--- src/sv/skvt_pkg.sv ---
package skvt_pkg;

   // Payload widths of the request and response channels.
   localparam int CMD_W  = 2;
   localparam int KEY_W  = 32;
   localparam int VAL_W  = 32;
   localparam int POS_W  = 8;
   localparam int CNT_W  = 9;
   localparam int STAT_W = 3;

   // Default table depth and register reset values.
   localparam int DEPTH_DEFAULT = 256;
   localparam logic [CNT_W-1:0] MAX_ENTRIES_RESET = 9'd256;
   localparam logic [KEY_W-1:0] RESERVED_KEY = 32'hFFFF_FFFF;

   // Register port geometry and register addresses.
   localparam int CSR_ADDR_W = 1;
   localparam int CSR_DATA_W = 32;
   localparam logic [CSR_ADDR_W-1:0] CSR_MAX_ENTRIES = 1'b0;

   typedef enum logic [CMD_W-1:0] {
      OP_ADD    = 2'd0,
      OP_FIND   = 2'd1,
      OP_DELETE = 2'd2,
      OP_NOP    = 2'd3
   } op_type;

   typedef enum logic [STAT_W-1:0] {
      STAT_OK       = 3'd0,
      STAT_FULL     = 3'd1,
      STAT_RESERVED = 3'd2,
      STAT_EMPTY    = 3'd3,
      STAT_BADPOS   = 3'd4,
      STAT_NOTFOUND = 3'd5
   } status_type;

   typedef enum logic [2:0] {
      S_IDLE,
      S_DECODE,
      S_PROBE,
      S_COMPARE,
      S_SHIFT,
      S_INSERT,
      S_DONE
   } state_type;

   // Commands from the controller to the datapath.
   typedef struct packed {
      logic       load;
      logic       search_init;
      logic       probe;
      logic       compare;
      logic       shift_init;
      logic       shift_step;
      logic       insert;
      logic       fill_dec;
      logic       set_status;
      status_type status;
      logic       respond;
   } dp_cmd_type;

   // Status from the datapath back to the controller.
   typedef struct packed {
      op_type op;
      logic   reserved_key;
      logic   full;
      logic   empty;
      logic   bad_pos;
      logic   search_live;
      logic   hit;
      logic   shift_more;
      logic   out_free;
   } dp_stat_type;

endpackage

--- src/sv/skvt_ctrl.sv ---
module skvt_ctrl import skvt_pkg::*; (
   input  logic        clock,
   input  logic        reset,
   input  logic        req_valid,
   output logic        req_ready,
   input  dp_stat_type stat,
   output dp_cmd_type  cmd
);

   state_type state_ff, state_in;

   // State register.
   always_ff @(posedge clock) begin
      if (reset) begin
         state_ff <= S_IDLE;
      end else begin
         state_ff <= state_in;
      end
   end

   // Next state and datapath commands.
   always_comb begin
      state_in   = state_ff;
      cmd        = '0;
      cmd.status = STAT_OK;
      req_ready  = 1'b0;
      case (state_ff)
         S_IDLE: begin
            req_ready = 1'b1;
            if (req_valid) begin
               cmd.load = 1'b1;
               state_in = S_DECODE;
            end
         end
         S_DECODE: begin
            case (stat.op)
               OP_ADD: begin
                  if (stat.reserved_key) begin
                     cmd.set_status = 1'b1;
                     cmd.status     = STAT_RESERVED;
                     state_in       = S_DONE;
                  end else if (stat.full) begin
                     cmd.set_status = 1'b1;
                     cmd.status     = STAT_FULL;
                     state_in       = S_DONE;
                  end else begin
                     cmd.search_init = 1'b1;
                     state_in        = S_PROBE;
                  end
               end
               OP_FIND: begin
                  cmd.search_init = 1'b1;
                  state_in        = S_PROBE;
               end
               OP_DELETE: begin
                  if (stat.empty) begin
                     cmd.set_status = 1'b1;
                     cmd.status     = STAT_EMPTY;
                     state_in       = S_DONE;
                  end else if (stat.bad_pos) begin
                     cmd.set_status = 1'b1;
                     cmd.status     = STAT_BADPOS;
                     state_in       = S_DONE;
                  end else begin
                     cmd.shift_init = 1'b1;
                     state_in       = S_SHIFT;
                  end
               end
               default: begin
                  state_in = S_DONE;
               end
            endcase
         end
         S_PROBE: begin
            // Read the midpoint while the search window is open.
            if (stat.search_live) begin
               cmd.probe = 1'b1;
               state_in  = S_COMPARE;
            end else if (stat.op == OP_ADD) begin
               cmd.shift_init = 1'b1;
               state_in       = S_SHIFT;
            end else begin
               cmd.set_status = 1'b1;
               cmd.status     = STAT_NOTFOUND;
               state_in       = S_DONE;
            end
         end
         S_COMPARE: begin
            cmd.compare = 1'b1;
            if (stat.hit) begin
               state_in = S_DONE;
            end else begin
               state_in = S_PROBE;
            end
         end
         S_SHIFT: begin
            cmd.shift_step = 1'b1;
            if (!stat.shift_more) begin
               if (stat.op == OP_ADD) begin
                  state_in = S_INSERT;
               end else begin
                  cmd.fill_dec = 1'b1;
                  state_in     = S_DONE;
               end
            end
         end
         S_INSERT: begin
            cmd.insert = 1'b1;
            state_in   = S_DONE;
         end
         S_DONE: begin
            if (stat.out_free) begin
               cmd.respond = 1'b1;
               state_in    = S_IDLE;
            end
         end
         default: begin
            state_in = S_IDLE;
         end
      endcase
   end

endmodule

--- config.mk ---
export PLATFORM = sky130hd
export DESIGN_NAME = skvt_ctrl
export DESIGN_NICKNAME = d
export VERILOG_FILES = /design/src/sv/skvt_pkg.sv /design/src/sv/skvt_ctrl.sv
export SDC_FILE = /design/constraint.sdc
export NUM_CORES = 1
export LEC_CHECK = 0
export CORE_AREA = 2 2 39 41
export DETAILED_ROUTE_END_ITERATION = 6
export DIE_AREA = 0 0 41 43
export DONT_BUFFER_PORTS = 1
export PLACE_DENSITY = 0.6
export SYNTH_ARGS = -nofsm -noshare
export SYNTH_HDL_FRONTEND = slang
export SYNTH_SLANG_ARGS = --single-unit
--- constraint.sdc ---
create_clock -name clock -period 1.6 [get_ports clock]
set_input_delay 0.32 -clock clock [delete_from_list [all_inputs] [get_ports clock]]
set_output_delay 0.32 -clock clock [all_outputs]
set_load 0.05 [all_outputs]
==> results.json, run 1 <==
{
  "status": "complete, but fails checks",
  "violations": "negative setup slack",
  "largest_reg_flops": 3,
  "rsz0062_at_grt": "true",
  "drcViolationCount": 0,
  "start_kind": "register",
  "initial_core_util": 0.323,
  "ctsHoldBuffers": 0,
  "cts_tree": "yes",
  "routed_wl_um": 1910,
  "power_density_nw_per_um2": 1730,
  "drive_gt1_frac": 0.722,
  "syn_area_um2": 447,
  "crit_arrival_ps": 1590,
  "clock_latency_ps": 240,
  "tightest_slew_ps": 448,
  "grt_pass1_vias": 629,
  "die_w_um": 41,
  "area_growth_pct": 138,
  "critPathRequiredTime_ps": 1280,
  "synth_largest_area_cell": "dfxtp_1",
  "drt_iter0_markers": 7,
  "synthTopCellsByCount": "nor2_1 (5), nor3b_1 (5), nor2b_1 (4)",
  "pwr-share-comb": 0.854,
  "p_leak_uw": 0.000429,
  "wl_per_cell_um": 18.0,
  "cts_buffers": 3,
  "gp_congestion": 0.760,
  "end_kind": "primary output",
  "clkPwrFrac": 0.075,
  "synthXorXnorAreaFrac": 0,
  "yosysTopAreaCellShare": 0.134,
  "min_period_ps": 1910,
  "regMostFlops": "state_ff",
  "grt_antenna_before_repair": 0,
  "vdd_drop_max_uv": 919,
  "synth_top_family_by_area": "simple AND/OR/NAND/NOR gates",
  "ant_nets": 0,
  "finClkSkew_ps": 0.413,
  "root_buffer": "clkbuf_4",
  "cts.sinks": 3,
  "chipHeight_um": 43,
  "p_total_uw": 1840,
  "maxClockFrequency_mhz": 523,
  "top_regs": "state_ff x3",
  "synth_fp_nets": 71,
  "netSwitchingPower_uw": 859,
  "switching_share": 0.468,
  "synth-simple-area-share": 0.493,
  "synth_ff_type": "dfxtp_1",
  "synth-compound-area-share": 0.269,
  "fin_crit_sh": 1.19,
  "ys_warn_count": 0,
  "crit_type": "register to primary output",
  "stdcell_area_um2": 1060,
  "die-area_um2": 1760,
  "pin_count": 27,
  "min_path_type": "input pin to register",
  "intPower_uw": 977,
  "finalMaxSlewViolations": 0,
  "finalSetupViolCount": 15,
  "place_area_um2": 816,
  "portBuffers": 0,
  "netlist_instances": 58,
  "rows": 14,
  "clkTransAtPathRegs_ps": 40,
  "p_seq_frac": 0.071,
  "core_area_um2": 1380,
  "synth-edff-count": 0,
  "overflow": 0,
  "dp_hpwl_um": 1150,
  "tns_ps": -2650,
  "synth_area_leaders": "dfxtp_1 (13%), nor3b_1 (8.4%), nor2b_1 (5.6%)",
  "cts-htree-levels": 1,
  "slew_headroom": 0.699,
  "crit_path_max_fanout": 3,
  "synth-adder-area-share": 0,
  "grt_max_degree": 16,
  "viasPerCell": 5.92,
  "yosysSeqAreaShare": 0.134,
  "synth_cell_types": 35,
  "cts_buffer_depth": 2,
  "via_count": 628,
  "grt_first_pass_wirelength_um": 2680,
  "drt_first_pass_iters": 4,
  "synth_seq_cells": 3,
  "antenna_cells": 0,
  "layout_setup_ws_ps": -311,
  "timing.hold.ws_ps": 290,
  "nNetsFinal": 104,
  "drv_cap": 0,
  "synthMuxAreaShare": 0.0224,
  "track_usage": 0.221,
  "hold_viol": 0,
  "syn_area_per_cell_um2": 7.70,
  "async_flop_share": 0
}
==> cells by family after synthesis <==
family,count (synthesis)
AND/OR/NAND/NOR,32
AO/OA/AOI/OAI,15
buffers and inverters,7
flip-flops,3
multiplexers,1
==> power groups by stage <==
stage	registers [µW]	clock network, µW	logic [µW]
floorplan	164	0	742
global placement	124	0	1130
detailed placement	126	0	1140
CTS	128	140	1360
global route	136	147	1630
finish	131	137	1570
==> critical path, cell delays in order, from the launching register on <==
cell and delay, ps:
dfxtp_2 310, or4b_4 590, buf_6 150, o21ai_4 140, buf_12 150
==> through the flow <==
stage | setup slack [ps] | std cells | utilization
after floorplan | -181 | 58 | -
after global placement | -83.9 | 89 | 0.590
after detailed placement | -101 | 89 | 0.590
after CTS | -325 | 100 | 0.689
after global routing | -341 | 106 | 0.769
final | -311 | 106 | 0.769
==> placed cells by master (no fill, tap or decap), drive strengths merged <==
cell type,synthesis,routed
a211oi,1,1
dfxtp,3,3
a222oi,1,1
and3b,1,1
nand2b,2,2
a21o,1,1
o32a,1,1
o21ba,1,1
or4,1,1
o21a,1,1
a21oi,1,1
nor3b,5,5
and4b,1,1
and2,2,2
inv,2,2
o21ai,2,2
nor2,5,5
nor4,2,2
clkbuf,2,4
nor2b,4,4
o211a,1,1
a22oi,1,1
nor4b,1,1
o31ai,2,2
nand2,1,1
buf,3,33
mux2i,1,1
o22a,1,1
o311ai,1,1
or4b,3,3
nor3,3,3
or3,1,1
==> area by class of cell <==
| cell class | instances | area, µm² |
|---|---|---|
| repair buffers | 33 | 422 |
| multi-input cells | 48 | 526 |
| fillers | 96 | 320 |
| clock buffers | 4 | 26.3 |
| flip-flops and latches | 3 | 62.6 |
| well taps | 16 | 20.0 |
| inverters | 2 | 7.51 |
==> what timing repair did <==
action,4_1_cts,5_1_grt
setup endpoints to repair,11,15
pin swaps,9,12
hold endpoints to repair,0,0
cloned,0,0
buffers inserted,7,7
gates resized for setup,16,16
==> path summary, 6_finish.rpt <==
path | from | endpoint | slack [ps] | cells past startpoint
max | state_ff[1] | cmd[1] | -310 | 4
min | reset | state_ff[1] | 290 | 2
max reg2reg | state_ff[0] | state_ff[1] | -50 | 5
min reg2reg | state_ff[0] | state_ff[2] | 690 | 3
==> metal layers <==
layer  share of wire  vias up  track usage
met5               0        -            0
met4           0.051        0        0.113
met3           0.047       11       0.0314
met2            0.53       25        0.372
met1            0.38      301        0.251
li1                -      291            -
Power figures use the tool's default switching activity.
==> run 2: changes to the inputs <==
Settings changed: HOLD_SLACK_MARGIN from default to 0.15, SKIP_CTS_REPAIR_TIMING from default to 1.
==> results.json, run 2 (synthesis results as in run 1) <==
{
  "status": "complete, but fails checks",
  "violations": "negative setup slack",
  "hold_viol": 0,
  "grt_pass1_vias": 516,
  "layoutNonFillerInstCount": 107,
  "crit_type": "register to primary output",
  "clock_latency_ps": 230,
  "cp_cell_sequence": "or4b_4 -> buf_4 -> o21ai_4 -> buf_12",
  "worst-r2r-cell-count": 5,
  "min_period_ps": 1930,
  "maxClockFrequency_mhz": 518,
  "drive_gt1_frac": 0.703,
  "track_usage": 0.183,
  "portBuffers": 0,
  "power_density_nw_per_um2": 1750,
  "ant_nets": 0,
  "crit_path_max_fanout": 3,
  "min_path_type": "input pin to register",
  "min_delay_path_depth": 2,
  "cts_buffer_depth": 2,
  "fin_crit_sh": 1.21,
  "drv_cap": 0,
  "nNetsFinal": 105,
  "path_delay_family": "simple AND/OR/NAND/NOR gates",
  "cts-htree-levels": 1,
  "grt_antenna_before_repair": 0,
  "cts.sinks": 3,
  "rows": 14,
  "crit_slowest_cell": "or4b_4",
  "drt_first_pass_iters": 4,
  "netSwitchingPower_uw": 852,
  "layout_common_cells": "buf_4 (12), buf_12 (11), buf_6 (10)",
  "gp_congestion": 0.760,
  "p_leak_uw": 0.000423,
  "die-area_um2": 1760,
  "dp_hpwl_um": 1150,
  "critPathMaxStageDelay_ps": 560,
  "largest_reg_flops": 3,
  "top_regs": "state_ff x3",
  "holdPathEnd": "state_ff[0]",
  "routed_wl_um": 1780,
  "stdcell_area_um2": 1070,
  "area_growth_pct": 139,
  "wl_per_cell_um": 16.7,
  "grt_max_degree": 16,
  "start_kind": "register",
  "antenna_cells": 0,
  "tightest_slew_ps": 432,
  "rr_startpoint": "state_ff[0]",
  "final_common_cell": "buf_4",
  "layout_setup_ws_ps": -332,
  "drcViolationCount": 0,
  "dp_cells": 89,
  "slew_headroom": 0.710,
  "clkTransAtPathRegs_ps": 40,
  "viasPerCell": 5.72,
  "pin_count": 27,
  "crit_arrival_ps": 1610,
  "vdd_drop_max_uv": 723,
  "intPower_uw": 1010,
  "p_seq_frac": 0.071,
  "cts_tree": "yes",
  "clkPwrFrac": 0.070,
  "chipHeight_um": 43,
  "die_w_um": 41,
  "worstHoldStart": "stat[8]",
  "root_buffer": "clkbuf_4",
  "finClkSkew_ps": 1.29,
  "place_area_um2": 816,
  "critPathRequiredTime_ps": 1280,
  "timing.rr.end": "state_ff[1]",
  "pwr-share-comb": 0.859,
  "end_kind": "primary output",
  "rsz0062_at_grt": "true",
  "grt_first_pass_wirelength_um": 2210,
  "critPathBufInv": 2,
  "core_area_um2": 1380,
  "via_count": 612,
  "cts_buffers": 3,
  "switching_share": 0.458,
  "overflow": 0,
  "r2r_slack_ps": 10,
  "initial_core_util": 0.323,
  "finalMaxSlewViolations": 0,
  "regMostFlops": "state_ff",
  "finalSetupViolCount": 13,
  "drt_iter0_markers": 14
}
-- run 2: cell types whose count changed in the layout (fill, tap and decap cells not counted), sizes merged --
| cell | change |
|---|---|
| buf | +1 |
-- run 2: worst register-to-register path, delay by kind of cell (launching register included) --
family | cells | cell delay, ps
compound gates | 2 | 490
simple gates | 1 | 420
flops | 1 | 320
buf+inv | 2 | 240
-- run 2: metrics by stage --
step	utilization	TNS [ps]	hold WS, ps	power, µW	setup WS (ps)
after detailed placement	0.590	-260	515	1270	-101
after global routing	0.770	-2950	287	1940	-371
after CTS	0.608	-2060	269	1410	-357
after floorplan	-	-693	502	906	-181
final	0.770	-2320	290	1860	-332
after global placement	0.590	-184	522	1250	-83.9
-- run 2: worst max path at each step --
stage | startpoint | end | slack (ps) | cells after the start
after detailed placement | state_ff[2] | cmd[3] | -100 | 3
final | state_ff[1] | cmd[1] | -330 | 4
after global placement | state_ff[2] | cmd[3] | -80 | 3
after global routing | state_ff[1] | cmd[3] | -370 | 3
after CTS | state_ff[2] | cmd[3] | -360 | 3
after floorplan | stat[8] | cmd[4] | -180 | 3
-- run 2: metal layers --
metal	GRT usage	share of wire	up-vias	wire length (µm)
met5	0	0	-	0
met4	0.0800	0.021	0	37
met3	0.0366	0.047	4	83
met2	0.297	0.56	23	995
met1	0.219	0.37	295	668
li1	-	-	290	-
-- run 2: power groups by stage --
| stage | Sequential (µW) | Clock [µW] | Combinational [µW] |
|---|---|---|---|
| 2_1_floorplan | 164 | 0 | 742 |
| 3_3_place_gp | 124 | 0 | 1130 |
| 3_5_place_dp | 126 | 0 | 1140 |
| 4_1_cts | 126 | 140 | 1140 |
| 5_1_grt | 135 | 142 | 1670 |
| 6_report | 133 | 130 | 1600 |
-- run 2: layout make-up --
type                    count  area [µm²]
flip-flops and latches      3        62.6
clock buffers               4        26.3
well taps                  16        20.0
fillers                    88         318
repair buffers             34         438
multi-input cells          48         512
inverters                   2        7.51
==> run 3: changes to the inputs <==
Clock period 1.6 ns to 1.65 ns, I/O delays scaled along.
==> results.json, run 3 (synthesis results as in run 1) <==
{
  "chipHeight_um": 43,
  "end_kind": "primary output",
  "viasPerCell": 5.94,
  "worstHoldStart": "reset",
  "ant_nets": 0,
  "grt_first_pass_wirelength_um": 2090,
  "start_kind": "register",
  "vdd_drop_max_uv": 862,
  "tns_ps": -1400,
  "antenna_cells": 0,
  "layout_setup_ws_ps": -303,
  "pre_cts_ws_ps": -58.0,
  "violations": "negative setup slack",
  "grt_antenna_before_repair": 0,
  "p_total_uw": 1580,
  "top_regs": "state_ff x3",
  "core_area_um2": 1380,
  "wl_per_cell_um": 17.3,
  "rows": 14,
  "cts.sinks": 3,
  "cts_buffer_depth": 2,
  "crit_arrival_ps": 1620,
  "grt_max_degree": 18,
  "drt_first_pass_iters": 4,
  "drive_gt1_frac": 0.643,
  "area_growth_pct": 112,
  "grt_pass1_vias": 524,
  "die-area_um2": 1760,
  "worst-r2r-cell-count": 4,
  "regMostFlops": "state_ff",
  "slew_headroom": 0.729,
  "finClkSkew_ps": 7.61,
  "layoutNonFillerInstCount": 100,
  "min_path_type": "input pin to register",
  "cts_buffers": 3,
  "cp-startpoint": "state_ff[1]",
  "timing.hold.ws_ps": 286,
  "pin_count": 27,
  "fin_crit_sh": 1.18,
  "drv_cap": 0,
  "clkTransAtPathRegs_ps": 40,
  "hold_viol": 0,
  "crit_type": "register to primary output",
  "routed_wl_um": 1730,
  "dp_cells": 87,
  "timing.rr.end": "state_ff[1]",
  "cts_tree": "yes",
  "p_leak_uw": 0.000373,
  "finalMaxSlewViolations": 0,
  "status": "complete, but fails checks",
  "overflow": 0,
  "critPathRequiredTime_ps": 1320,
  "cts-htree-levels": 1,
  "maxClockFrequency_mhz": 512,
  "clock_latency_ps": 240,
  "power_density_nw_per_um2": 1670,
  "dp_hpwl_um": 1100,
  "tightest_slew_ps": 406,
  "track_usage": 0.175,
  "portBuffers": 0,
  "min_period_ps": 1950,
  "rr_startpoint": "state_ff[0]",
  "initial_core_util": 0.323,
  "drt_iter0_markers": 7,
  "drcViolationCount": 0,
  "rsz0062_at_grt": "true",
  "crit_path_max_fanout": 3,
  "nNetsFinal": 98,
  "via_count": 594,
  "endpoint": "cmd[1]",
  "finalSetupViolCount": 8,
  "gp_congestion": 0.768,
  "die_w_um": 41,
  "largest_reg_flops": 3,
  "layout_common_cells": "buf_12 (10), buf_4 (10), buf_6 (5)",
  "r2r_slack_ps": -60,
  "root_buffer": "clkbuf_4"
}
run 3: layout make-up:
cell class,instances,area [µm²]
flip-flops and latches,3,63.8
fillers,113,438
clock buffers,4,26.3
repair buffers,27,352
multi-input cells,48,477
well taps,16,20.0
inverters,2,7.51
run 3: worst min-delay path by stage:
| stage | end | slack [ps] | cells after the start |
|---|---|---|---|
| 5_1_grt | state_ff[0] | 280 | 2 |
| 3_3_place_gp | state_ff[0] | 530 | 2 |
| 6_report | state_ff[2] | 290 | 2 |
| 4_1_cts | state_ff[0] | 290 | 2 |
| 2_1_floorplan | state_ff[2] | 520 | 2 |
| 3_5_place_dp | state_ff[0] | 530 | 2 |
run 3: metal layers:
layer | global-route usage | up-vias | wire length, µm
li1 | - | 279 | -
met2 | 0.259 | 30 | 896
met3 | 0.0785 | 4 | 117
met5 | 0 | - | 0
met1 | 0.206 | 281 | 683
met4 | 0.0800 | 0 | 36
run 3: per-stage QoR:
step,utilization,area [µm²]
2_1_floorplan,-,553
3_3_place_gp,0.578,800
3_5_place_dp,0.578,800
4_1_cts,0.597,826
5_1_grt,0.684,946
6_report,0.684,946
run 3: worst max-delay path, cell delays in order (launching register included):
cell and delay (ps):
dfxtp_2 320, or4b_4 550, buf_4 180, o21ai_2 170, buf_12 160
run 3: where the power goes:
| group | switching, µW | internal, µW |
|---|---|---|
| logic | 702 | 611 |
| clock network | 45.1 | 91.1 |
| registers | 25.0 | 110 |
| total | 772 | 812 |
